`config.mk`:
```
export PLATFORM = sky130hd
export DESIGN_NAME = ray_box_closest_hit_top_flat
export DESIGN_NICKNAME = d
export VERILOG_FILES = /design/src/rtl/rbc_pkg.sv /design/src/rtl/rbc_if.sv /design/src/rtl/rbc_front.sv /design/src/rtl/rbc_queue.sv /design/src/rtl/rbc_div.sv /design/src/rtl/rbc_mul.sv /design/src/rtl/rbc_back.sv /design/src/rtl/ray_box_closest_hit_top.sv /design/src/flat_wrapper.sv
export SDC_FILE = /design/constraint.sdc
export NUM_CORES = 2
export LEC_CHECK = 0
export BUFFER_PORTS_ARGS = -buffer_cell sky130_fd_sc_hd__buf_4
export CAP_MARGIN = 0
export CORE_MARGIN = 2
export CORE_UTILIZATION = 30
export CTS_CLUSTER_DIAMETER = 60
export DETAILED_ROUTE_END_ITERATION = 7
export GPL_ROUTABILITY_DRIVEN = 0
export SLEW_MARGIN = 20
export SYNTH_ARGS = -nofsm -noshare
export SYNTH_HDL_FRONTEND = slang
export SYNTH_SLANG_ARGS = --single-unit
```
`constraint.sdc`:
```
create_clock -name clk -period 60.6 [get_ports clk]
set_input_delay 3.03 -clock clk [delete_from_list [all_inputs] [get_ports clk]]
set_output_delay 3.03 -clock clk [all_outputs]
set_load 0.05 [all_outputs]
```
`src/rtl/rbc_pkg.sv`:
```
// Shared types and constants for the ray/box closest hit block.
`default_nettype none
package rbc_pkg;
    localparam int COORD_W = 32;
    localparam int DIST_W = 31;
    localparam int IDX_W = 16;
    localparam int AXIS_W = 2;
    localparam int CFG_IDX_W = 3;
    localparam int CFG_W = 32;
    localparam int MUL_W = 34;

    localparam logic [CFG_IDX_W-1:0] REG_ORIGIN_X = 3'd0;
    localparam logic [CFG_IDX_W-1:0] REG_ORIGIN_Y = 3'd1;
    localparam logic [CFG_IDX_W-1:0] REG_ORIGIN_Z = 3'd2;
    localparam logic [CFG_IDX_W-1:0] REG_DIR_X = 3'd3;
    localparam logic [CFG_IDX_W-1:0] REG_DIR_Y = 3'd4;
    localparam logic [CFG_IDX_W-1:0] REG_DIR_Z = 3'd5;
    localparam logic [CFG_IDX_W-1:0] REG_MAX_DIST = 3'd6;

    localparam logic [AXIS_W-1:0] AXIS_X = 2'd0;
    localparam logic [AXIS_W-1:0] AXIS_Y = 2'd1;
    localparam logic [AXIS_W-1:0] AXIS_Z = 2'd2;

    localparam logic signed [COORD_W-1:0] T_MAX = 32'sh7fff_ffff;
    localparam logic signed [COORD_W-1:0] T_MIN = 32'sh8000_0000;
    localparam logic signed [COORD_W-1:0] DIR_X_RESET = 32'sd65536;
    localparam logic [DIST_W-1:0] MAX_DIST_RESET = 31'h7fff_ffff;

    typedef struct packed {
        logic [5:0][COORD_W-1:0] corner;
        logic [IDX_W-1:0]        index;
        logic                    enabled;
        logic                    last;
    } item_t;
endpackage
`default_nettype wire

```
`src/rtl/rbc_if.sv`:
```
// Box input and hit result channel interfaces.
`default_nettype none
interface rbc_box_if;
    logic valid;
    logic ready;
    logic signed [31:0] box_min_x;
    logic signed [31:0] box_min_y;
    logic signed [31:0] box_min_z;
    logic signed [31:0] box_max_x;
    logic signed [31:0] box_max_y;
    logic signed [31:0] box_max_z;
    logic box_enabled;
    logic last_box;
    modport source(output valid, box_min_x, box_min_y, box_min_z, box_max_x, box_max_y,
                   box_max_z, box_enabled, last_box, input ready);
    modport sink(input valid, box_min_x, box_min_y, box_min_z, box_max_x, box_max_y,
                 box_max_z, box_enabled, last_box, output ready);
endinterface

interface rbc_hit_if;
    logic valid;
    logic ready;
    logic hit_found;
    logic [15:0] hit_index;
    logic [30:0] hit_distance;
    logic signed [31:0] hit_x;
    logic signed [31:0] hit_y;
    logic signed [31:0] hit_z;
    logic [1:0] normal_axis;
    logic normal_negative;
    modport source(output valid, hit_found, hit_index, hit_distance, hit_x, hit_y, hit_z,
                   normal_axis, normal_negative, input ready);
    modport sink(input valid, hit_found, hit_index, hit_distance, hit_x, hit_y, hit_z,
                 normal_axis, normal_negative, output ready);
endinterface
`default_nettype wire

```
`src/rtl/rbc_front.sv`:
```
// Front end: accept box words and tag them with their stream position.
`default_nettype none
module rbc_front #(
    parameter int MAX_BOXES = 65536
) (
    input  wire logic          clk,
    input  wire logic          rst_n,
    rbc_box_if.sink            box_in,
    output rbc_pkg::item_t     q_item,
    output logic               q_valid,
    input  wire logic          q_ready
);
    localparam int CW = $clog2(MAX_BOXES);

    logic [CW-1:0] cnt_reg;
    logic [CW-1:0] cnt_next;
    logic [31:0]   cnt_wide;

    assign box_in.ready = q_ready;
    assign q_valid = box_in.valid;
    assign cnt_wide = 32'(cnt_reg);

    always_comb
    begin
        q_item.corner[0] = box_in.box_min_x;
        q_item.corner[1] = box_in.box_min_y;
        q_item.corner[2] = box_in.box_min_z;
        q_item.corner[3] = box_in.box_max_x;
        q_item.corner[4] = box_in.box_max_y;
        q_item.corner[5] = box_in.box_max_z;
        q_item.index = cnt_wide[15:0];
        q_item.enabled = box_in.box_enabled;
        q_item.last = box_in.last_box;
    end

    always_comb
    begin
        cnt_next = cnt_reg;
        if (box_in.valid && q_ready)
        begin
            if (box_in.last_box || cnt_reg == CW'(MAX_BOXES - 1))
                cnt_next = '0;
            else
                cnt_next = cnt_reg + 1'b1;
        end
    end

    always_ff @(posedge clk or negedge rst_n)
    begin
        if (!rst_n)
            cnt_reg <= '0;
        else
            cnt_reg <= cnt_next;
    end
endmodule
`default_nettype wire

```
`src/rtl/rbc_queue.sv`:
```
// Two-entry queue between front end and back end.
`default_nettype none
module rbc_queue (
    input  wire logic            clk,
    input  wire logic            rst_n,
    input  wire logic            in_valid,
    output logic                 in_ready,
    input  wire rbc_pkg::item_t  in_item,
    output logic                 out_valid,
    input  wire logic            out_ready,
    output rbc_pkg::item_t       out_item
);
    rbc_pkg::item_t mem_reg [2];
    logic       wr_ptr_reg;
    logic       rd_ptr_reg;
    logic [1:0] cnt_reg;
    logic       push;
    logic       pop;

    assign in_ready = (cnt_reg != 2'd2);
    assign out_valid = (cnt_reg != 2'd0);
    assign out_item = mem_reg[rd_ptr_reg];
    assign push = in_valid && in_ready;
    assign pop = out_valid && out_ready;

    always_ff @(posedge clk)
    begin
        if (push)
            mem_reg[wr_ptr_reg] <= in_item;
    end

    always_ff @(posedge clk or negedge rst_n)
    begin
        if (!rst_n)
        begin
            wr_ptr_reg <= 1'b0;
            rd_ptr_reg <= 1'b0;
            cnt_reg <= 2'd0;
        end
        else
        begin
            if (push)
                wr_ptr_reg <= ~wr_ptr_reg;
            if (pop)
                rd_ptr_reg <= ~rd_ptr_reg;
            if (push && !pop)
                cnt_reg <= cnt_reg + 2'd1;
            else if (pop && !push)
                cnt_reg <= cnt_reg - 2'd1;
        end
    end
endmodule
`default_nettype wire

```
`src/rtl/rbc_div.sv`:
```
// Bit-serial slab divider with saturation and zero-divisor handling.
`default_nettype none
module rbc_div #(
    parameter int FRAC_BITS = 16
) (
    input  wire logic               clk,
    input  wire logic               rst_n,
    input  wire logic               start,
    input  wire logic signed [32:0] num,
    input  wire logic signed [31:0] dsor,
    input  wire logic               lower,
    output logic                    done,
    output logic signed [31:0]      quo
);
    localparam int NW = 33 + FRAC_BITS;
    localparam int CW = $clog2(NW + 1);

    logic          busy_reg;
    logic          done_reg;
    logic [CW-1:0] cnt_reg;
    logic [NW-1:0] n_reg;
    logic [NW-1:0] q_reg;
    logic [31:0]   d_reg;
    logic [31:0]   rem_reg;
    logic          neg_reg;
    logic signed [31:0] res_reg;
    logic [32:0]   trial;
    logic          fit;
    logic [32:0]   num_mag;
    logic [31:0]   d_mag;
    logic [31:0]   q_low;
    logic signed [31:0] sat_res;

    assign done = done_reg;
    assign quo = res_reg;
    assign trial = {rem_reg, n_reg[NW-1]};
    assign fit = (trial >= {1'b0, d_reg});
    assign num_mag = num[32] ? 33'(-num) : 33'(num);
    assign d_mag = dsor[31] ? 32'(-dsor) : 32'(dsor);
    assign q_low = q_reg[31:0];

    always_comb
    begin
        if (!neg_reg)
            sat_res = (|q_reg[NW-1:31]) ? rbc_pkg::T_MAX : $signed(q_low);
        else if ((|q_reg[NW-1:32]) || (q_reg[31] && (|q_reg[30:0])))
            sat_res = rbc_pkg::T_MIN;
        else
            sat_res = $signed(32'(-q_low));
    end

    always_ff @(posedge clk)
    begin
        if (start)
        begin
            n_reg <= {num_mag, {FRAC_BITS{1'b0}}};
            d_reg <= d_mag;
            rem_reg <= '0;
            q_reg <= '0;
            neg_reg <= num[32] ^ dsor[31];
            if (dsor == 32'sd0)
            begin
                if (num > 33'sd0)
                    res_reg <= rbc_pkg::T_MAX;
                else if (num < 33'sd0)
                    res_reg <= rbc_pkg::T_MIN;
                else
                    res_reg <= lower ? rbc_pkg::T_MIN : rbc_pkg::T_MAX;
            end
        end
        else if (busy_reg)
        begin
            if (cnt_reg == CW'(NW))
                res_reg <= sat_res;
            else
            begin
                rem_reg <= fit ? 32'(trial - {1'b0, d_reg}) : trial[31:0];
                q_reg <= {q_reg[NW-2:0], fit};
                n_reg <= {n_reg[NW-2:0], 1'b0};
            end
        end
    end

    always_ff @(posedge clk or negedge rst_n)
    begin
        if (!rst_n)
        begin
            busy_reg <= 1'b0;
            done_reg <= 1'b0;
            cnt_reg <= '0;
        end
        else
        begin
            done_reg <= 1'b0;
            if (start)
            begin
                cnt_reg <= '0;
                busy_reg <= (dsor != 32'sd0);
                done_reg <= (dsor == 32'sd0);
            end
            else if (busy_reg)
            begin
                if (cnt_reg == CW'(NW))
                begin
                    busy_reg <= 1'b0;
                    done_reg <= 1'b1;
                end
                else
                    cnt_reg <= cnt_reg + 1'b1;
            end
        end
    end
endmodule
`default_nettype wire

```
`src/rtl/rbc_mul.sv`:
```
// Shift-add unsigned multiplier, one multiplier bit per cycle.
`default_nettype none
module rbc_mul (
    input  wire logic                            clk,
    input  wire logic                            rst_n,
    input  wire logic                            start,
    input  wire logic [rbc_pkg::MUL_W-1:0]       a,
    input  wire logic [rbc_pkg::MUL_W-1:0]       b,
    output logic                                 done,
    output logic [2*rbc_pkg::MUL_W-1:0]          prod
);
    localparam int MW = rbc_pkg::MUL_W;
    localparam int CW = $clog2(MW);

    logic            busy_reg;
    logic            done_reg;
    logic [CW-1:0]   cnt_reg;
    logic [2*MW-1:0] acc_reg;
    logic [2*MW-1:0] mc_reg;
    logic [MW-1:0]   mp_reg;

    assign done = done_reg;
    assign prod = acc_reg;

    always_ff @(posedge clk)
    begin
        if (start)
        begin
            acc_reg <= '0;
            mc_reg <= (2*MW)'(a);
            mp_reg <= b;
        end
        else if (busy_reg)
        begin
            if (mp_reg[0])
                acc_reg <= acc_reg + mc_reg;
            mc_reg <= {mc_reg[2*MW-2:0], 1'b0};
            mp_reg <= {1'b0, mp_reg[MW-1:1]};
        end
    end

    always_ff @(posedge clk or negedge rst_n)
    begin
        if (!rst_n)
        begin
            busy_reg <= 1'b0;
            done_reg <= 1'b0;
            cnt_reg <= '0;
        end
        else
        begin
            done_reg <= 1'b0;
            if (start)
            begin
                busy_reg <= 1'b1;
                cnt_reg <= '0;
            end
            else if (busy_reg)
            begin
                if (cnt_reg == CW'(MW - 1))
                begin
                    busy_reg <= 1'b0;
                    done_reg <= 1'b1;
                end
                else
                    cnt_reg <= cnt_reg + 1'b1;
            end
        end
    end
endmodule
`default_nettype wire

```
`src/rtl/rbc_back.sv`:
```
// Back end: slab test, closest tracking, hit point and face normal, result register.
`default_nettype none
module rbc_back #(
    parameter int FRAC_BITS = 16
) (
    input  wire logic                            clk,
    input  wire logic                            rst_n,
    input  wire logic                            cfg_we,
    input  wire logic [rbc_pkg::CFG_IDX_W-1:0]   cfg_index,
    input  wire logic [rbc_pkg::CFG_W-1:0]       cfg_data,
    input  wire logic                            q_valid,
    output logic                                 q_ready,
    input  wire rbc_pkg::item_t                  q_item,
    rbc_hit_if.source                            hit_out
);
    localparam int MW = rbc_pkg::MUL_W;

    localparam logic [2:0] S_IDLE = 3'd0;
    localparam logic [2:0] S_DIV  = 3'd1;
    localparam logic [2:0] S_TEST = 3'd2;
    localparam logic [2:0] S_POST = 3'd3;
    localparam logic [2:0] S_PMUL = 3'd4;
    localparam logic [2:0] S_R    = 3'd5;
    localparam logic [2:0] S_CMP  = 3'd6;
    localparam logic [2:0] S_OUT  = 3'd7;

    logic [2:0] state_reg;
    logic signed [31:0] origin_reg [3];
    logic signed [31:0] dir_reg [3];
    logic [30:0] maxd_reg;

    rbc_pkg::item_t item_reg;
    logic [2:0] k_reg;
    logic [1:0] j_reg;
    logic [2:0] c_reg;
    logic signed [31:0] t_reg [6];
    logic [30:0] closest_reg;
    logic hit_reg;
    logic open_reg;
    logic [15:0] best_idx_reg;
    logic signed [31:0] best_reg [6];
    logic signed [31:0] p_reg [3];
    logic signed [33:0] r_reg [3];
    logic [2*MW-1:0] tmp_reg;
    logic [2:0] g_reg;
    logic div_start_reg;
    logic mul_start_reg;

    logic out_valid_reg;
    logic out_found_reg;
    logic [15:0] out_index_reg;
    logic [30:0] out_dist_reg;
    logic signed [31:0] out_p_reg [3];
    logic [1:0] out_axis_reg;
    logic out_neg_reg;

    logic [1:0] div_axis;
    logic [2:0] div_corner;
    logic signed [32:0] div_num;
    logic div_done;
    logic signed [31:0] div_quo;

    logic [MW-1:0] mul_a;
    logic [MW-1:0] mul_b;
    logic mul_done;
    logic [2*MW-1:0] mul_prod;

    logic [MW-1:0] ar [3];
    logic [MW-1:0] ex [3];
    logic signed [33:0] r_calc [3];

    logic signed [31:0] lo [3];
    logic signed [31:0] hi [3];
    logic signed [31:0] tmin1;
    logic signed [31:0] tmax1;
    logic signed [31:0] tmin2;
    logic box_hit;

    logic signed [63:0] hp_prod;
    logic signed [63:0] hp_sum;
    logic signed [31:0] hp_sat;

    logic [1:0] axis_sel;
    logic out_load;

    assign q_ready = (state_reg == S_IDLE);
    assign out_load = (state_reg == S_OUT) && (!out_valid_reg || hit_out.ready);

    assign hit_out.valid = out_valid_reg;
    assign hit_out.hit_found = out_found_reg;
    assign hit_out.hit_index = out_index_reg;
    assign hit_out.hit_distance = out_dist_reg;
    assign hit_out.hit_x = out_p_reg[0];
    assign hit_out.hit_y = out_p_reg[1];
    assign hit_out.hit_z = out_p_reg[2];
    assign hit_out.normal_axis = out_axis_reg;
    assign hit_out.normal_negative = out_neg_reg;

    assign div_axis = k_reg[2:1];
    assign div_corner = k_reg[0] ? 3'(div_axis) + 3'd3 : 3'(div_axis);
    assign div_num = 33'(signed'(item_reg.corner[div_corner])) - 33'(origin_reg[div_axis]);

    rbc_div #(.FRAC_BITS(FRAC_BITS)) u_div (
        .clk(clk), .rst_n(rst_n), .start(div_start_reg), .num(div_num),
        .dsor(dir_reg[div_axis]), .lower(!k_reg[0]), .done(div_done), .quo(div_quo)
    );

    rbc_mul u_mul (
        .clk(clk), .rst_n(rst_n), .start(mul_start_reg), .a(mul_a), .b(mul_b),
        .done(mul_done), .prod(mul_prod)
    );

    always_comb
    begin
        for (int a = 0; a < 3; a++)
        begin
            r_calc[a] = {p_reg[a][31], p_reg[a], 1'b0}
                        - (34'(best_reg[a]) + 34'(best_reg[a+3]));
            ar[a] = r_reg[a][33] ? MW'(-r_reg[a]) : MW'(r_reg[a]);
            ex[a] = 34'(best_reg[a+3]) - 34'(best_reg[a]);
            if (ex[a][33])
                ex[a] = MW'(-ex[a]);
            lo[a] = (t_reg[2*a] < t_reg[2*a+1]) ? t_reg[2*a] : t_reg[2*a+1];
            hi[a] = (t_reg[2*a] < t_reg[2*a+1]) ? t_reg[2*a+1] : t_reg[2*a];
        end
    end

    always_comb
    begin
        mul_a = '0;
        mul_b = '0;
        if (state_reg == S_PMUL || state_reg == S_POST)
        begin
            mul_a = dir_reg[j_reg][31] ? MW'(unsigned'(32'(-dir_reg[j_reg])))
                                       : MW'(unsigned'(32'(dir_reg[j_reg])));
            mul_b = MW'(closest_reg);
        end
        else
        begin
            case (c_reg)
                3'd0: begin mul_a = ar[0]; mul_b = ex[1]; end
                3'd1: begin mul_a = ar[1]; mul_b = ex[0]; end
                3'd2: begin mul_a = ar[0]; mul_b = ex[2]; end
                3'd3: begin mul_a = ar[2]; mul_b = ex[0]; end
                3'd4: begin mul_a = ar[1]; mul_b = ex[2]; end
                3'd5: begin mul_a = ar[2]; mul_b = ex[1]; end
                default: begin mul_a = '0; mul_b = '0; end
            endcase
        end
    end

    always_comb
    begin
        tmin1 = (lo[1] > lo[0]) ? lo[1] : lo[0];
        tmax1 = (hi[1] < hi[0]) ? hi[1] : hi[0];
        tmin2 = (lo[2] > tmin1) ? lo[2] : tmin1;
        box_hit = !(lo[0] > hi[1] || lo[1] > hi[0])
                  && !(tmin1 > hi[2] || lo[2] > tmax1)
                  && (tmin2 > 32'sd0) && (tmin2 < $signed({1'b0, closest_reg}));
    end

    always_comb
    begin
        hp_prod = dir_reg[j_reg][31] ? -$signed(mul_prod[63:0]) : $signed(mul_prod[63:0]);
        hp_sum = 64'(origin_reg[j_reg]) + (hp_prod >>> FRAC_BITS);
        if (hp_sum > 64'(rbc_pkg::T_MAX))
            hp_sat = rbc_pkg::T_MAX;
        else if (hp_sum < 64'(rbc_pkg::T_MIN))
            hp_sat = rbc_pkg::T_MIN;
        else
            hp_sat = hp_sum[31:0];
    end

    always_comb
    begin
        if (g_reg[0] && g_reg[1])
            axis_sel = rbc_pkg::AXIS_X;
        else if (g_reg[2])
            axis_sel = rbc_pkg::AXIS_Y;
        else
            axis_sel = rbc_pkg::AXIS_Z;
    end

    always_ff @(posedge clk)
    begin
        if (state_reg == S_IDLE && q_valid)
            item_reg <= q_item;
        if (state_reg == S_DIV && div_done)
            t_reg[k_reg] <= div_quo;
        if (state_reg == S_TEST && box_hit)
        begin
            best_idx_reg <= item_reg.index;
            for (int i = 0; i < 6; i++)
                best_reg[i] <= item_reg.corner[i];
        end
        if (state_reg == S_PMUL && mul_done)
            p_reg[j_reg] <= hp_sat;
        if (state_reg == S_R)
        begin
            for (int a = 0; a < 3; a++)
                r_reg[a] <= r_calc[a];
        end
        if (state_reg == S_CMP && mul_done)
        begin
            if (!c_reg[0])
                tmp_reg <= mul_prod;
            else
                g_reg[c_reg[2:1]] <= (tmp_reg > mul_prod);
        end
        if (out_load)
        begin
            out_found_reg <= hit_reg;
            out_index_reg <= hit_reg ? best_idx_reg : 16'd0;
            out_dist_reg <= hit_reg ? closest_reg : 31'd0;
            for (int a = 0; a < 3; a++)
                out_p_reg[a] <= hit_reg ? p_reg[a] : 32'sd0;
            out_axis_reg <= hit_reg ? axis_sel : rbc_pkg::AXIS_X;
            out_neg_reg <= hit_reg ? !(r_reg[axis_sel] > 34'sd0) : 1'b0;
        end
    end

    always_ff @(posedge clk or negedge rst_n)
    begin
        if (!rst_n)
        begin
            state_reg <= S_IDLE;
            origin_reg[0] <= '0;
            origin_reg[1] <= '0;
            origin_reg[2] <= '0;
            dir_reg[0] <= rbc_pkg::DIR_X_RESET;
            dir_reg[1] <= '0;
            dir_reg[2] <= '0;
            maxd_reg <= rbc_pkg::MAX_DIST_RESET;
            closest_reg <= rbc_pkg::MAX_DIST_RESET;
            hit_reg <= 1'b0;
            open_reg <= 1'b0;
            k_reg <= '0;
            j_reg <= '0;
            c_reg <= '0;
            div_start_reg <= 1'b0;
            mul_start_reg <= 1'b0;
            out_valid_reg <= 1'b0;
        end
        else
        begin
            div_start_reg <= 1'b0;
            mul_start_reg <= 1'b0;
            if (out_valid_reg && hit_out.ready)
                out_valid_reg <= 1'b0;
            case (state_reg)
                S_IDLE:
                begin
                    if (q_valid)
                    begin
                        open_reg <= 1'b1;
                        k_reg <= '0;
                        if (q_item.enabled)
                        begin
                            div_start_reg <= 1'b1;
                            state_reg <= S_DIV;
                        end
                        else
                            state_reg <= S_POST;
                    end
                end
                S_DIV:
                begin
                    if (div_done)
                    begin
                        if (k_reg == 3'd5)
                            state_reg <= S_TEST;
                        else
                        begin
                            k_reg <= k_reg + 3'd1;
                            div_start_reg <= 1'b1;
                        end
                    end
                end
                S_TEST:
                begin
                    if (box_hit)
                    begin
                        closest_reg <= 31'(tmin2);
                        hit_reg <= 1'b1;
                    end
                    state_reg <= S_POST;
                end
                S_POST:
                begin
                    if (!item_reg.last)
                        state_reg <= S_IDLE;
                    else if (hit_reg)
                    begin
                        j_reg <= '0;
                        mul_start_reg <= 1'b1;
                        state_reg <= S_PMUL;
                    end
                    else
                        state_reg <= S_OUT;
                end
                S_PMUL:
                begin
                    if (mul_done)
                    begin
                        if (j_reg == 2'd2)
                            state_reg <= S_R;
                        else
                        begin
                            j_reg <= j_reg + 2'd1;
                            mul_start_reg <= 1'b1;
                        end
                    end
                end
                S_R:
                begin
                    c_reg <= '0;
                    mul_start_reg <= 1'b1;
                    state_reg <= S_CMP;
                end
                S_CMP:
                begin
                    if (mul_done)
                    begin
                        if (c_reg == 3'd5)
                            state_reg <= S_OUT;
                        else
                        begin
                            c_reg <= c_reg + 3'd1;
                            mul_start_reg <= 1'b1;
                        end
                    end
                end
                S_OUT:
                begin
                    if (out_load)
                    begin
                        out_valid_reg <= 1'b1;
                        closest_reg <= maxd_reg;
                        hit_reg <= 1'b0;
                        open_reg <= 1'b0;
                        state_reg <= S_IDLE;
                    end
                end
                default: state_reg <= S_IDLE;
            endcase
            if (cfg_we)
            begin
                case (cfg_index)
                    rbc_pkg::REG_ORIGIN_X: origin_reg[0] <= $signed(cfg_data);
                    rbc_pkg::REG_ORIGIN_Y: origin_reg[1] <= $signed(cfg_data);
                    rbc_pkg::REG_ORIGIN_Z: origin_reg[2] <= $signed(cfg_data);
                    rbc_pkg::REG_DIR_X: dir_reg[0] <= $signed(cfg_data);
                    rbc_pkg::REG_DIR_Y: dir_reg[1] <= $signed(cfg_data);
                    rbc_pkg::REG_DIR_Z: dir_reg[2] <= $signed(cfg_data);
                    rbc_pkg::REG_MAX_DIST:
                    begin
                        maxd_reg <= cfg_data[30:0];
                        if (!open_reg)
                            closest_reg <= cfg_data[30:0];
                    end
                    default: ;
                endcase
            end
        end
    end
endmodule
`default_nettype wire

```
`src/rtl/ray_box_closest_hit_top.sv`:
```
// Top level of the ray/box closest hit block.
// Usage:
//   Load the ray (origin, direction, max distance) through cfg_we/cfg_index/cfg_data
//   while the block is idle. Then stream boxes on box_in (valid/ready); the word with
//   last_box set closes the query and one result word appears on hit_out.
//   A front end tags each box with its stream position and pushes it into a
//   two-entry queue; the back end pops one box at a time.
// Processing:
//   Enabled box: six serial slab divisions (the divider skips its loop for a zero
//   direction component), then the slab test against the closest hit so far.
//   Disabled box: no divisions and no slab test.
//   Last box: on a miss the back end goes straight to the result register; on a hit
//   nine serial shift-add products (hit point and normal ratios) come first.
//   One box is in the back end at a time, and up to two more wait in the queue.
// Reset: the control state clears, the ray returns to origin 0, direction +x, full range.
// Stall: the result stays on hit_out until taken; the back end holds before
//   loading the next result, and the queue then fills and drops box_in.ready.
`default_nettype none
module ray_box_closest_hit_top #(
    parameter int MAX_BOXES = 65536,
    parameter int FRAC_BITS = 16
) (
    input  wire logic                            clk,
    input  wire logic                            rst_n,
    input  wire logic                            cfg_we,
    input  wire logic [rbc_pkg::CFG_IDX_W-1:0]   cfg_index,
    input  wire logic [rbc_pkg::CFG_W-1:0]       cfg_data,
    rbc_box_if.sink                              box_in,
    rbc_hit_if.source                            hit_out
);
    rbc_pkg::item_t f_item;
    rbc_pkg::item_t b_item;
    logic f_valid;
    logic f_ready;
    logic b_valid;
    logic b_ready;

    rbc_front #(.MAX_BOXES(MAX_BOXES)) u_front (
        .clk(clk), .rst_n(rst_n), .box_in(box_in),
        .q_item(f_item), .q_valid(f_valid), .q_ready(f_ready)
    );

    rbc_queue u_queue (
        .clk(clk), .rst_n(rst_n),
        .in_valid(f_valid), .in_ready(f_ready), .in_item(f_item),
        .out_valid(b_valid), .out_ready(b_ready), .out_item(b_item)
    );

    rbc_back #(.FRAC_BITS(FRAC_BITS)) u_back (
        .clk(clk), .rst_n(rst_n),
        .cfg_we(cfg_we), .cfg_index(cfg_index), .cfg_data(cfg_data),
        .q_valid(b_valid), .q_ready(b_ready), .q_item(b_item), .hit_out(hit_out)
    );

    a_miss_zero: assert property (@(posedge clk) disable iff (!rst_n)
        hit_out.valid && !hit_out.hit_found |->
            hit_out.hit_distance == 31'd0 && hit_out.hit_index == 16'd0)
        else $error("miss result carries nonzero fields");

    a_hit_dist: assert property (@(posedge clk) disable iff (!rst_n)
        hit_out.valid && hit_out.hit_found |-> hit_out.hit_distance != 31'd0)
        else $error("hit with zero distance");

    a_axis: assert property (@(posedge clk) disable iff (!rst_n)
        hit_out.valid |-> hit_out.normal_axis != 2'd3)
        else $error("invalid normal axis");
endmodule
`default_nettype wire
```
`src/flat_wrapper.sv`:
```
// flat-port wrapper written by rule: the top's interface ports become plain ports
module ray_box_closest_hit_top_flat 
#(
    parameter int MAX_BOXES = 65536,
    parameter int FRAC_BITS = 16
)
  (clk, rst_n, cfg_we, cfg_index, cfg_data, box_in_valid, box_in_box_min_x, box_in_box_min_y, box_in_box_min_z, box_in_box_max_x, box_in_box_max_y, box_in_box_max_z, box_in_box_enabled, box_in_last_box, box_in_ready, hit_out_valid, hit_out_hit_found, hit_out_hit_index, hit_out_hit_distance, hit_out_hit_x, hit_out_hit_y, hit_out_hit_z, hit_out_normal_axis, hit_out_normal_negative, hit_out_ready);
  rbc_box_if box_in_i ();
  rbc_hit_if hit_out_i ();
  input  wire logic clk;
  input  wire logic rst_n;
  input  wire logic cfg_we;
  input  wire logic [rbc_pkg::CFG_IDX_W-1:0] cfg_index;
  input  wire logic [rbc_pkg::CFG_W-1:0] cfg_data;
  input wire logic [$bits(box_in_i.valid)-1:0] box_in_valid;
  input wire logic [$bits(box_in_i.box_min_x)-1:0] box_in_box_min_x;
  input wire logic [$bits(box_in_i.box_min_y)-1:0] box_in_box_min_y;
  input wire logic [$bits(box_in_i.box_min_z)-1:0] box_in_box_min_z;
  input wire logic [$bits(box_in_i.box_max_x)-1:0] box_in_box_max_x;
  input wire logic [$bits(box_in_i.box_max_y)-1:0] box_in_box_max_y;
  input wire logic [$bits(box_in_i.box_max_z)-1:0] box_in_box_max_z;
  input wire logic [$bits(box_in_i.box_enabled)-1:0] box_in_box_enabled;
  input wire logic [$bits(box_in_i.last_box)-1:0] box_in_last_box;
  output wire logic [$bits(box_in_i.ready)-1:0] box_in_ready;
  output wire logic [$bits(hit_out_i.valid)-1:0] hit_out_valid;
  output wire logic [$bits(hit_out_i.hit_found)-1:0] hit_out_hit_found;
  output wire logic [$bits(hit_out_i.hit_index)-1:0] hit_out_hit_index;
  output wire logic [$bits(hit_out_i.hit_distance)-1:0] hit_out_hit_distance;
  output wire logic [$bits(hit_out_i.hit_x)-1:0] hit_out_hit_x;
  output wire logic [$bits(hit_out_i.hit_y)-1:0] hit_out_hit_y;
  output wire logic [$bits(hit_out_i.hit_z)-1:0] hit_out_hit_z;
  output wire logic [$bits(hit_out_i.normal_axis)-1:0] hit_out_normal_axis;
  output wire logic [$bits(hit_out_i.normal_negative)-1:0] hit_out_normal_negative;
  input wire logic [$bits(hit_out_i.ready)-1:0] hit_out_ready;
  assign box_in_i.valid = box_in_valid;
  assign box_in_i.box_min_x = box_in_box_min_x;
  assign box_in_i.box_min_y = box_in_box_min_y;
  assign box_in_i.box_min_z = box_in_box_min_z;
  assign box_in_i.box_max_x = box_in_box_max_x;
  assign box_in_i.box_max_y = box_in_box_max_y;
  assign box_in_i.box_max_z = box_in_box_max_z;
  assign box_in_i.box_enabled = box_in_box_enabled;
  assign box_in_i.last_box = box_in_last_box;
  assign box_in_ready = box_in_i.ready;
  assign hit_out_valid = hit_out_i.valid;
  assign hit_out_hit_found = hit_out_i.hit_found;
  assign hit_out_hit_index = hit_out_i.hit_index;
  assign hit_out_hit_distance = hit_out_i.hit_distance;
  assign hit_out_hit_x = hit_out_i.hit_x;
  assign hit_out_hit_y = hit_out_i.hit_y;
  assign hit_out_hit_z = hit_out_i.hit_z;
  assign hit_out_normal_axis = hit_out_i.normal_axis;
  assign hit_out_normal_negative = hit_out_i.normal_negative;
  assign hit_out_i.ready = hit_out_ready;
  ray_box_closest_hit_top #(.MAX_BOXES(MAX_BOXES), .FRAC_BITS(FRAC_BITS)) u_core (.clk(clk), .rst_n(rst_n), .cfg_we(cfg_we), .cfg_index(cfg_index), .cfg_data(cfg_data), .box_in(box_in_i), .hit_out(hit_out_i));
endmodule
```
### Word-level counts from Yosys, hierarchy flattened

Memories as Yosys holds them, arrays and structs flattened.
Cells that the tools add are included.

* add/subtract/negate cells: 33
* magnitude comparators: 24
* eq/ne operators: 41
* mux-type cells: 149
* bitwise gates (word level): 7
* reduce and logical (&&, ||, !) cells: 72

Operators with widths (count)
* 2-to-1 mux 32 bit: 35
* 2-to-1 mux 34 bit: 12
* binary-select mux 32 bit (select 2 bit): 4
* negator 34 bit: 6
* case mux 34 bit (3 select lines): 2
* greater-than comparator 32 bit: 6
* 2-to-1 mux 31 bit: 6
* < comparator 32 bit: 5
* 2-to-1 mux 49 bit: 3
* subtractor 32 x 32 -> 33 bit: 4
* subtractor 33 x 33 -> 34 bit: 3
* adder 32 x 32 -> 33 bit: 3
* binary-select mux 32 bit (select 3 bit): 1
* negator 32 bit: 3
* adder 68 bit: 1
* greater-than comparator 68 bit: 1
* 2-to-1 mux 64 bit: 1
* negator 64 bit: 1
* case mux 31 bit (2 select lines): 1
* adder 32 x 48 -> 49 bit: 1
* greater-than comparator 49 x 32 -> 1 bit (second input constant): 1
* < comparator 49 x 32 -> 1 bit (second input constant): 1
* 2-to-1 mux 3 bit: 15
* 2-to-1 mux 1 bit: 41
* other kinds (55): 169

* register bits: 1002
* bits in writable memories: 1098
* memories: 6

Memories
* u_core.u_queue.mem_reg: words 2, width 210, read ports 1, clocked after memory_dff 0, write ports 1, line rbc_queue.sv:13 `rbc_pkg::item_t mem_reg [2];`
* u_core.u_back.best_reg: words 6, width 32, read ports 6, clocked after memory_dff 0, write ports 6, line rbc_back.sv:41 `logic signed [31:0] best_reg [6];`
* u_core.u_back.t_reg: words 6, width 32, read ports 6, clocked after memory_dff 0, write ports 1, line rbc_back.sv:36 `logic signed [31:0] t_reg [6];`
* u_core.u_back.r_reg: words 3, width 34, read ports 4, clocked after memory_dff 0, write ports 3, line rbc_back.sv:43 `logic signed [33:0] r_reg [3];`
* u_core.u_back.out_p_reg: words 3, width 32, read ports 3, clocked after memory_dff 0, write ports 3, line rbc_back.sv:53 `logic signed [31:0] out_p_reg [3];`
* u_core.u_back.p_reg: words 3, width 32, read ports 3, clocked after memory_dff 0, write ports 1, line rbc_back.sv:42 `logic signed [31:0] p_reg [3];`

### Logic depth before layout (Yosys ltp)

An unclocked memory read counts as a cell.

* depth in word-level cells: 16
* depth in mapped cells: 60
* gate-level depth less buffers: 54

### By module

Synthesis repeated with hierarchy kept, for this count alone.

* cell total of the unflattened synthesis: 11124
* area total of the unflattened synthesis: 123967.6 um2

Modules (own cells, without submodules)
* rbc_back: instances 1, cells an instance 7734, area an instance 84382.2 um2
* rbc_queue: instances 1, cells an instance 671, area an instance 15417.3 um2
* rbc_div: instances 1, cells an instance 1277, area an instance 11213.3 um2
* rbc_mul: instances 1, cells an instance 1161, area an instance 10642.7 um2
* rbc_front: instances 1, cells an instance 281, area an instance 2312.2 um2

### Least setup slack after synthesis

OpenSTA, ideal clock, no wires.

* path kind: register to register
* start point: register u_core.u_back.state_reg[1]
* end point: register u_core.u_queue.cnt_reg[1]
* setup time: 0.079 ns
* data arrival time: 23.283 ns
* path slack: 37.238 ns
* cell stages (with the launch flop): 8
* buffers on the path: 2
* period minus slack after synthesis: 23.362 ns
* cell sequence: dfrtp_1 clkbuf_1 buf_1 nor4_1 inv_1 ha_1 nor2_1 xor2_1

* word-level cells in the longest chain between the ends: 5

RTL lines
* from (decl): line rbc_back.sv:27 `logic [2:0] state_reg;`
* from (signal assigned): line rbc_back.sv:226 `state_reg <= S_IDLE;`
* from (signal assigned): line rbc_back.sv:260 `state_reg <= S_DIV;`
* from (signal assigned): line rbc_back.sv:263 `state_reg <= S_POST;`
* zero test 3 bit *: line rbc_back.sv:86 `assign q_ready = (state_reg == S_IDLE);`
* logical AND 1 bit *: line rbc_queue.sv:24 `assign pop = out_valid && out_ready;`
* via u_core.u_queue.pop: line rbc_queue.sv:18 `logic pop;`
* zero test 1 bit: line rbc_queue.sv:46 `if (push && !pop)`
* logical AND 1 bit: line rbc_queue.sv:46
* 2-to-1 mux 2 bit or nonzero test 2 bit (tied branches)
* to (signal assigned): line rbc_queue.sv:47 `cnt_reg <= cnt_reg + 2'd1;`
* to (signal assigned): line rbc_queue.sv:49 `cnt_reg <= cnt_reg - 2'd1;`
* to (decl): line rbc_queue.sv:16 `logic [1:0] cnt_reg;`

The timed path passes the listed nets; every way through them passes the cells marked *.
A chain may end at the register's enable or synchronous reset.

==> impl.org <==
** Outcome
- Run status :: finished, final reports clean

** Synth
- Synth async-reset ratio :: between 10% and 20%
- Yosys reg bits :: 2100
- Part of the Yosys area used for sequential elements :: about 49%
- Yosys cell types :: roughly 100
- By area the synthesized netlist is led by edfxtp_1 (39%), ha_1 (9.2%), dfrtp_1 (4.9%).
- Combined area of all synthesized cells :: between 0.1 and 0.15 mm^2
- Among all flip-flop cells after synthesis, the most frequent one is edfxtp_1.
- Yosys mapped a number of flops with a built-in enable equal to 1611.
- Each instance of the synthesized netlist takes up on average about 11 um^2.
- edfxtp_1 takes more of the synthesized area than any other cell.
- The synthesized design devotes to its leading area cell type about two fifths of total area.
- Number of warnings printed during yosys synthesis :: 0
- Counting every net in the synthesized netlist gives around 13000.
- Post-synthesis instance total :: between 10000 and 15000

** STA
- Minimum clock period after layout :: about 15000 ps
- Timing-limited maximum frequency :: 0.0664 GHz
- For the pin with the worst max-slew slack, the measured transition is about 1400 ps.
- Final slew viol count :: 0
- Sum of negative setup slack :: 0 ps
- Setup violations remaining at the end of the flow were counted as 0.
- Clock skew after layout :: roughly 140 ps
- Slew margin rel. :: ~6.3%
- Unrepaired setup endpoints after global routing :: false
- Final worst-path cycle share :: about a quarter
- Setup slack of the critical path after layout :: between 40000 and 50000 ps
- Endpoints failing hold :: 0

** Power and ir drop
- Sequential cells account for between 40 and 50% of the total power.
- Internal power consumption :: around 0.0027 W
- Proportion of power drawn by combinational gates :: 12.9%
- Power density of the placed cells :: roughly 26 mW/mm^2
- The clock network accounts for around two fifths of the total power.
- IR analysis of the VDD net gives a maximum drop of about 0.03 mV.
- Reported leakage power :: between 50 and 60 nW
- Switching share of power :: 26.8%
- For this design the total switching power over the nets is just under 0.001 W.

** Clock network
- In this run, post-CTS hold repair placed 0 buffers.
- Clock root buffer :: clkbuf_16
- Clk sink count :: 2100
- Post-CTS Setup Bufs :: 0
- Clock transition time at the flip-flop clock pins of the worst setup and hold paths :: about 60 ps
- Number of buffers inserted during clock tree synthesis :: 244
- The longest clock path from root to sink contains 4 buffers.
- Post-cts repair resize count :: 0
- TritonCTS built the clock tree.
- Number of H-tree levels :: 4
- At the later pin of the worst-skew pair, clock insertion delay measures 990 ps.

** Final layout
- Filler instances :: between 40000 and 50000
- Fraction of layout instances using a drive strength above 1 :: between 10% and 20%
- Relative to the synthesized area, the layout overhead comes to 14.5%.
- The register with the most flip-flops in the layout has 420 of them.
- NumNets Final :: roughly 13000
- Leaving out fill and tap cells, the most frequent cell in the layout is edfxtp_1.
- Top library cells by usage in the layout, fill and taps aside :: edfxtp_1 (1611), a21oi_1 (956), ha_1 (902), inv_1 (826), nor2_1 (777)

** Routing
- After detailed routing, the number of vias per cell comes to between 5 and 6.
- Summed over all layers, the routed wires come to between 400000 and 500000 um.
- Final antenna-violating net count :: 0
- Dividing the detail-routed wire length by the instance count gives between 20 and 25 um.
- Total vias in the final route :: 90945
- Drt drc :: 0
- Initial DRC count :: roughly 9700
- The first detailed-routing pass ran for 8 iterations.

** Hold path
- Hold wc startpoint :: u_core.u_back.item_reg[13]
- Worst-case hold path end point :: u_core.u_back.best_idx_reg[11]
- The tightest min-delay check is of the flip-flop to flip-flop type.
- Along the worst hold path, the cell count comes to 0.

** GRT
- Initial antenna violation count :: 49
- For this run the aggregate overflow at the end of global routing stands at 0.
- Global-route usage over all layers :: about a fifth
- Pin count of the biggest net entering global routing :: ~160
- The first global-routing pass estimated about 580000 um of wire.
- The number of global-route vias before repair came to 85747.

** Worst setup path
- The endpoint identified for the worst register-to-register timing path is u_core.u_back.best_reg[3][6].
- Biggest cell delay along the critical path :: between 700 and 800 ps
- Reg-to-Reg Start :: u_core.u_back.t_reg[0][31]
- The worst register-to-register path has a depth of 47.
- Arr. time, crit path :: 15670 ps
- Minimum setup slack among reg-to-reg paths :: between 40000 and 50000 ps
- In this run the worst path has a maximum fanout of approximately 160.
- At the worst endpoint, the required time is 61200 ps.
- The slowest stage of the critical path is the buf_4 cell.
- Classification of the worst setup path :: flip-flop to flip-flop
- Kind of end point of the critical path :: flip-flop
- The worst setup path is launched from a flip-flop.

** Place
- Count of buffers inserted at the top-level ports :: 382
- Post-DP HPWL :: between 300000 and 400000 um
- Worst setup slack after placement :: ~46000 ps

** Die
- The total area inside the core boundary comes to roughly 0.4 mm^2.
- The floorplan step set the die height to between 600 and 700 um.
- Number of top-level pins :: roughly 380
- Starting density of the core :: between 30% and 40%
- The die covers between 0.4 and 0.5 mm^2.
- In this run the horizontal extent of the chip is roughly 640 um.
- In this run the core area contains between 200 and 250 standard-cell rows.

** Run
- Number of maximum-capacitance constraint violations :: 0
-- logic make-up after synthesis --
logic type / share of synthesized area, %
flip-flops: 48.6
multiplexers: 7.12
AND/OR/NAND/NOR: 11.1
XOR/XNOR: 4.51
adder cells (fa/ha/maj): 10.9
buffers and inverters: 3.91
AO/OA/AOI/OAI: 13.9
other: 0.00305
-- worst max-delay path by stage --
stage | from | cells past startpoint | slack (ps) | end
floorplan | u_core.u_back.state_reg[1] | 7 | 37240 | u_core.u_queue.cnt_reg[1]
global placement | u_core.u_back.t_reg[0][31] | 45 | 45760 | u_core.u_back.best_reg[1][7]
detailed placement | u_core.u_back.t_reg[0][31] | 47 | 45540 | u_core.u_back.best_idx_reg[0]
CTS | u_core.u_back.t_reg[0][31] | 47 | 45590 | u_core.u_back.best_idx_reg[7]
global route | u_core.u_back.t_reg[0][31] | 47 | 44610 | u_core.u_back.best_idx_reg[15]
finish | u_core.u_back.t_reg[0][31] | 47 | 45530 | u_core.u_back.best_reg[3][6]
-- synth_stat cells (33+ instances only) --
cell / count
a21o_1: 176
o2111ai_1: 33
mux2i_1: 296
clkbuf_1: 365
dfstp_2: 63
nand4_1: 136
o21ai_0: 657
a21oi_1: 960
fa_1: 103
nand2_1: 739
a211oi_1: 86
nand2b_1: 115
o211ai_1: 59
nor3_1: 176
xor2_1: 174
dfxtp_1: 183
or3_1: 87
a221o_1: 43
mux2_2: 450
nor2b_1: 110
o21a_1: 84
inv_1: 828
nand3_1: 134
and2_1: 188
nor4_1: 82
buf_1: 71
o31ai_1: 87
or2_2: 37
a22o_1: 37
a222oi_1: 50
o41ai_1: 38
ha_1: 904
xnor2_1: 459
a31oi_1: 71
edfxtp_1: 1611
and3_1: 73
nor2_1: 786
o21bai_1: 62
dfrtp_1: 243
-- cell type report --
type / instances / area [um^2] / area share (%)
Clock buffer: 302 / 6520 / 4.63
Multi-Input combinational cell: 7958 / 58800 / 41.7
Timing Repair Buffer: 526 / 3990 / 2.83
Inverter: 830 / 3120 / 2.21
Tap cell: 5451 / 6820 / 4.84
Antenna cell: 28 / 70.1 / 0.0498
Clock inverter: 153 / 1730 / 1.23
Sequential cell: 2100 / 59800 / 42.5
-- power by group through the flow --
| stage | combinational [W] | clock [W] | sequential (W) |
|---|---|---|---|
| floorplan | 0.000289 | 0 | 0.00176 |
| global placement | 0.000474 | 0 | 0.00174 |
| detailed placement | 0.000477 | 0 | 0.00175 |
| CTS | 0.000480 | 0.00154 | 0.00172 |
| global route | 0.000514 | 0.00159 | 0.00173 |
| finish | 0.000481 | 0.00152 | 0.00172 |
-- critical path: cells and delay by family (launching register included) --
kind                       cells  cell delay [ps]
AOI/OAI and AO/OA             21             5510
DFF                            1              410
buffers and inverters          5             2680
muxes                          2              880
adders and majority gates      4             1380
and+or+nand+nor               15             3510
-- metrics by stage --
step                      instances  utilization (%)  cell area, um^2  hold WS (ps)  total power [W]
after CTS                     17319             34.4           141000           419          0.00374
after global routing          17333             34.4           141000           424          0.00384
after detailed placement      16864             32.4           132000           405          0.00222
after floorplan               11335                -           123000           400          0.00205
after global placement        16864             32.4           132000           404          0.00222
final                         17348             34.4           141000           419          0.00371
-- per-layer routing --
| layer | track usage [%] | part of all wire [%] | up-vias |
|---|---|---|---|
| met3 | 3.17 | 7.3 | 774 |
| li1 | - | - | 42167 |
| met1 | 24.3 | 41 | 44589 |
| met5 | 0 | 0.023 | - |
| met2 | 30.8 | 46 | 3399 |
| met4 | 9.06 | 5.3 | 16 |
Power figures use the tool's default switching activity.
